===== src/hw/rtl/wcm_pkg.sv =====
`timescale 1ns / 1ps
// ----------------------------------------------------------------------------
// wcm_pkg
// Shared sizes, register indexes and control types of the window magnitude
// convolution block.
// ----------------------------------------------------------------------------
package wcm_pkg;

    localparam int LINE_MAX   = 1024;
    localparam int FILT_MAX   = 16;
    localparam int LINES_MAX  = 4096;
    localparam int COEF_DEPTH = 256;
    localparam int RING_LINES = FILT_MAX - 1;

    localparam int ROW_W   = $clog2(LINE_MAX);
    localparam int LINE_W  = $clog2(LINES_MAX);
    localparam int FILT_W  = $clog2(FILT_MAX);
    localparam int SLOT_W  = $clog2(RING_LINES);
    localparam int LEN_W   = ROW_W + 1;
    localparam int EXT_W   = FILT_W + 1;
    localparam int IDX_W   = 2 * FILT_W + 1;
    localparam int CIDX_W  = $clog2(COEF_DEPTH);

    localparam int LS_DEPTH  = RING_LINES * LINE_MAX;
    localparam int LS_AW     = $clog2(LS_DEPTH);
    localparam int WIN_AW    = 2 * FILT_W;
    localparam int WIN_DEPTH = 1 << WIN_AW;

    localparam int MAG_W  = 16;
    localparam int COEF_W = 15;
    localparam int PROD_W = MAG_W + COEF_W;
    localparam int RESP_W = 39;

    localparam int CFG_W    = 11;
    localparam int CFG_IX_W = 2;

    localparam logic [CFG_IX_W-1:0] CFG_LINE_LENGTH = 2'd0;
    localparam logic [CFG_IX_W-1:0] CFG_FILTER_ROWS = 2'd1;
    localparam logic [CFG_IX_W-1:0] CFG_FILTER_COLS = 2'd2;

    localparam logic ACT_COEF  = 1'b0;
    localparam logic ACT_PIXEL = 1'b1;

    typedef struct packed {
        logic clear;
        logic valid;
        logic coef_ok;
    } mac_ctl_t;

endpackage


===== src/hw/rtl/wcm_mac.sv =====
`timescale 1ns / 1ps
// ----------------------------------------------------------------------------
// wcm_mac
// Two-stage multiply-accumulate: registered product, then running sum.
// ----------------------------------------------------------------------------
module wcm_mac (
    input  logic                     clk,
    input  logic                     rst_n,
    input  wcm_pkg::mac_ctl_t        ctl,
    input  logic [wcm_pkg::COEF_W-1:0] coef,
    input  logic [wcm_pkg::MAG_W-1:0]  pix,
    output logic                     busy,
    output logic [wcm_pkg::RESP_W-1:0] acc
);
    import wcm_pkg::*;

    logic [PROD_W-1:0] prod_reg;
    logic              pvalid_reg;
    logic [RESP_W-1:0] acc_reg;

    always_ff @(posedge clk or negedge rst_n)
    begin
        if (!rst_n)
        begin
            pvalid_reg <= 1'b0;
        end
        else
        begin
            pvalid_reg <= ctl.valid;
        end
    end

    always_ff @(posedge clk)
    begin
        // out-of-store coefficient slots count as zero
        prod_reg <= ctl.coef_ok ? PROD_W'(coef) * PROD_W'(pix) : '0;
        if (ctl.clear)
        begin
            acc_reg <= '0;
        end
        else if (pvalid_reg)
        begin
            acc_reg <= acc_reg + RESP_W'(prod_reg);
        end
    end

    assign busy = pvalid_reg;
    assign acc  = acc_reg;

endmodule


===== config.mk =====
export PLATFORM = sky130hd
export DESIGN_NAME = wcm_mac
export DESIGN_NICKNAME = d
export VERILOG_FILES = /design/src/hw/rtl/wcm_pkg.sv /design/src/hw/rtl/wcm_mac.sv
export SDC_FILE = /design/constraint.sdc
export NUM_CORES = 1
export LEC_CHECK = 0
export CAP_MARGIN = 15
export CORE_UTILIZATION = 45
export DETAILED_ROUTE_END_ITERATION = 10
export DONT_BUFFER_PORTS = 1
export PLACE_DENSITY = 0.66
export SLEW_MARGIN = 20
export SYNTH_ARGS = -nofsm -noshare
export SYNTH_HDL_FRONTEND = slang
export SYNTH_SLANG_ARGS = --single-unit
export TNS_END_PERCENT = 100

===== constraint.sdc =====
create_clock -name clk -period 3.81 [get_ports clk]
set_clock_uncertainty 0.1 [all_clocks]
set_input_delay 0.381 -clock clk [delete_from_list [all_inputs] [get_ports clk]]
set_output_delay 0.381 -clock clk [all_outputs]
set_load 0.05 [all_outputs]

# Yosys cells after proc, flatten, opt, wreduce, memory -nomap -nowiden
# Index checks and enable logic that the tools add are counted.
# totals
ff_bits,71
input_bits,36
wordCells,5
# classes
add_sub_neg,1
mul,1
# ops
op,count
$add A39 B31 Y39,1
$mul A15 B16 Y31,1

# Depth between registers and ports, before layout
# logic_depth
word_depth,1
ltp_mapped,23

# Worst setup path before layout
# Ideal clock, no wire load.
# synth_timing
path_kind,input to register
startpoint,input port coef[0] in the netlist's numbering
endpoint,register prod_reg[26]
setup_ns,0.115
arrival_ns,5.782
setup_slack_ns,-2.187
stages,23
n_path_buf,1
cell_sequence,clkbuf_1 -> and2_1 -> fa_1 -> inv_1 -> fa_1 -> inv_1 -> fa_1 -> inv_1 -> fa_1 -> inv_1 -> fa_1 -> inv_1 -> fa_1 -> inv_1 -> ha_1 -> o21ai_0 -> o21ai_0 -> o221ai_1 -> o21ai_1 -> a31oi_1 -> o21ai_0 -> xor2_1 -> and2_1
# synth_via
elab_chain_len,1
# synth_lines
element,line,source
start: declaration,wcm_mac.sv:10,"input logic [wcm_pkg::COEF_W-1:0] coef,"
$mul A15 B16 Y31,wcm_mac.sv:36,prod_reg <= ctl.coef_ok ? PROD_W'(coef) * PROD_W'(pix) : '0;
end signal: assignment,wcm_mac.sv:36,
end: declaration,wcm_mac.sv:17,logic [PROD_W-1:0] prod_reg;
# No other way between the ends.
# A chain may end at the register's enable or synchronous reset.

# Worst setup path after layout
# layout_timing
startpoint,input port coef[5] in the netlist's numbering
endpoint,register prod_reg[30]
# Same word-level chain as after synthesis.

==> impl_metrics.csv <==
group,metric,value,unit
placed_design,pre_cts_slack,-1.97,ns
clock_tree,cts-buffers-inserted,9,
global_route,grtUsageTotal,21.8,%
clock_tree,cts_tree,"built",
routing,drt_wl_total,29900,um
routing,vias,9682,
timing,worst_slew_pin_slew,0.793,ns
routing,drtIter0Drc,505,
critical_path,arrival,5.43,ns
yosys,synth_area,12200,um^2
routing,via_per_inst,5.38,
yosys,yosys.cell_types.count,71,
clock_tree,clk_pin_slew,0.05,ns
placed_design,portBuffers,0,
global_route,grt_pass1_vias,9834,
floorplan,std_cell_rows,59,
critical_path,end_kind,"register",
flow_run,max_cap_viol_count,0,
timing,finalSetupViolations,24,
floorplan,num_io_pins,76,
finish,nets,1804,
critical_path,reg2reg_depth,11,
finish,area_growth,14.6,%
finish,drive_above_1_share,14.2,%
timing,timing.hold.ws,0.0209,ns
finish,regArea,1430,um^2
timing,rsz0062_at_grt,"yes",
timing,relSlewSlack,46.9,%
global_route,grt_use_met1,28.7,%
yosys,yosys-top-cells-area,"fa_1, ha_1, dfxtp_1",
yosys,syn_nets,1736,
global_route,grt_start_max_net_pins,46,
placed_design,dp_hpwl,24300,um
routing,drc_errors,8,
clock_tree,cts.htree.levels,3,
floorplan,fp.dieH,166,um
yosys,synth_cells,1393,
placed_design,place_congestion,0.896,
finish,mostFrequentLayoutCells,"inv_1, fa_1, and2_1",
routing,antenna_left,0,
run_status,violations,"DRC, setup timing",
routing,drt_first_pass_iters,8,
floorplan,dieArea,27700,um^2
global_route,use_met2,36.7,%
critical_path,critPathLaunchType,"input pin",
timing,hold_viol,0,
run_status,outcome,"complete, but fails checks",
yosys,synthFlopType,"dfxtp_1",
yosys,ys_async_sr_fraction,1.41,%
floorplan,die_width,166,um
clock_tree,cts.path.max_buffers,2,
clock_tree,insertion_delay,0.34,ns
global_route,met3_usage,3.19,%
yosys,yosys_warnings,0,
floorplan,start_util,46.3,%
finish,diodes,0,
critical_path,required,3.94,ns
finish,fill_cells,2404,
yosys,synth.ff_latch_count,71,
global_route,grt_overflow,0,
hold_path,hold_class,"input pin to register",
yosys,postSynthAreaPerCell,8.73,um^2
yosys,synth_top_cell_area_share,29.8,%
yosys,ys_seq_area_share,11.7,%
global_route,grt_pass1_wl,49100,um
clock_tree,clock_tree.root_cell,"clkbuf_16",
timing,setup_ws,-1.49,ns
floorplan,core-area,26300,um^2
finish,multi_input_area,10100,um^2
global_route,grt_antenna_before_repair,0,
hold_path,hold_depth,1,
clock_tree,clock-sinks,71,
timing,min_period,5.30,ns
finish,mostFrequentLayoutCell,"inv_1",
timing,post-route-period-util,139,%
yosys,synth_top_cell_by_area,"fa_1",
critical_path,cp_max_fo,16,
critical_path,path_class,"input pin to register",
timing,fmax,189,MHz
global_route,grt.busiest_layer,"met2",
yosys,synth_edf_count,0,
critical_path,reg2reg_slack,0.54,ns
timing,drv_slew,0,
routing,wl_per_cell,16.6,um
finish,largest_reg_flops,39,
[area by class of cell]
| class | count | area share, % |
|---|---|---|
| clock inverters | 4 | 0.144 |
| well taps | 335 | 3.01 |
| flip-flops and latches | 71 | 10.2 |
| inverters | 224 | 6.04 |
| multi-input cells | 1043 | 72.2 |
| repair buffers | 112 | 6.50 |
| clock buffers | 12 | 1.84 |
[what timing repair did]
| item | CTS | global route |
|---|---|---|
| hold buffers | 3 | 0 |
| setup buffers | 5 | 5 |
| setup endpoints to repair | 24 | 24 |
| gates resized for setup | 25 | 40 |
| pin swaps | 28 | 42 |
| endpoints found under the hold margin | 3 | 0 |
[worst max-delay path, stage by stage]
cell      delay, ns
and2_4         0.14
fa_1           0.55
inv_2          0.04
fa_1           0.53
inv_1          0.05
fa_1           0.49
inv_2          0.04
fa_1           0.48
inv_2          0.04
fa_1           0.51
inv_2          0.04
fa_1           0.51
inv_2          0.05
ha_4           0.28
o21ai_4        0.07
o211ai_1       0.21
o221ai_2       0.17
o21ai_4        0.22
a31oi_4        0.13
o41ai_2        0.24
xnor2_1        0.09
and2_1         0.16
[kinds of logic (layout without fill, tap and decap cells)]
kind of cell,after synthesis,in the layout,synth area share (%)
simple gates,463,463,19.9
fa+ha+maj,307,307,42.8
buf+inv,279,352,8.96
compound gates,220,220,12.7
flops,71,71,11.7
xor+xnor,43,43,3.10
mux,10,10,0.824
[synthesized netlist by cell type (all sizes together), types with 10 or more instances]
master    n
a211oi   12
a21o     30
a21oi    53
a31oi    14
and2    168
clkbuf   45
dfxtp    70
fa      181
ha      126
inv     224
mux2i    10
nand2   140
nand3    21
nand4    10
nor2     58
nor3     12
o211ai   10
o21ai    38
xnor2    27
xor2     16
[final timing paths]
path | from | end
min reg2reg | prod_reg[0] | acc[0]
max reg2reg | acc[0] | acc[36]
min in group asynchronous | rst_n | busy
min | ctl[2] | acc[28]
max in group asynchronous | rst_n | busy
max | coef[5] | prod_reg[30]
[through the flow]
| step | util (%) | setup TNS (ns) | area, um^2 | instances |
|---|---|---|---|---|
| CTS | 52.3 | -28.66 | 13700 | 1797 |
| detailed placement | 50.5 | -36.96 | 13300 | 1773 |
| global route | 53.0 | -31.49 | 13900 | 1801 |
| finish | 53.0 | -27.51 | 13900 | 1801 |
| global placement | 50.5 | -35.47 | 13300 | 1773 |
| floorplan | - | -32.44 | 12500 | 1393 |
[metal layers]
layer | routed length, um | vias to the layer above
met5 | 0 | -
met2 | 14200 | 260
li1 | - | 4642
met1 | 13400 | 4726
met4 | 901 | 0
met3 | 1450 | 54
Power is left out: the tool's default activity adds up to more than one toggle a clock period on the data nets, which glitch-free logic cannot reach.
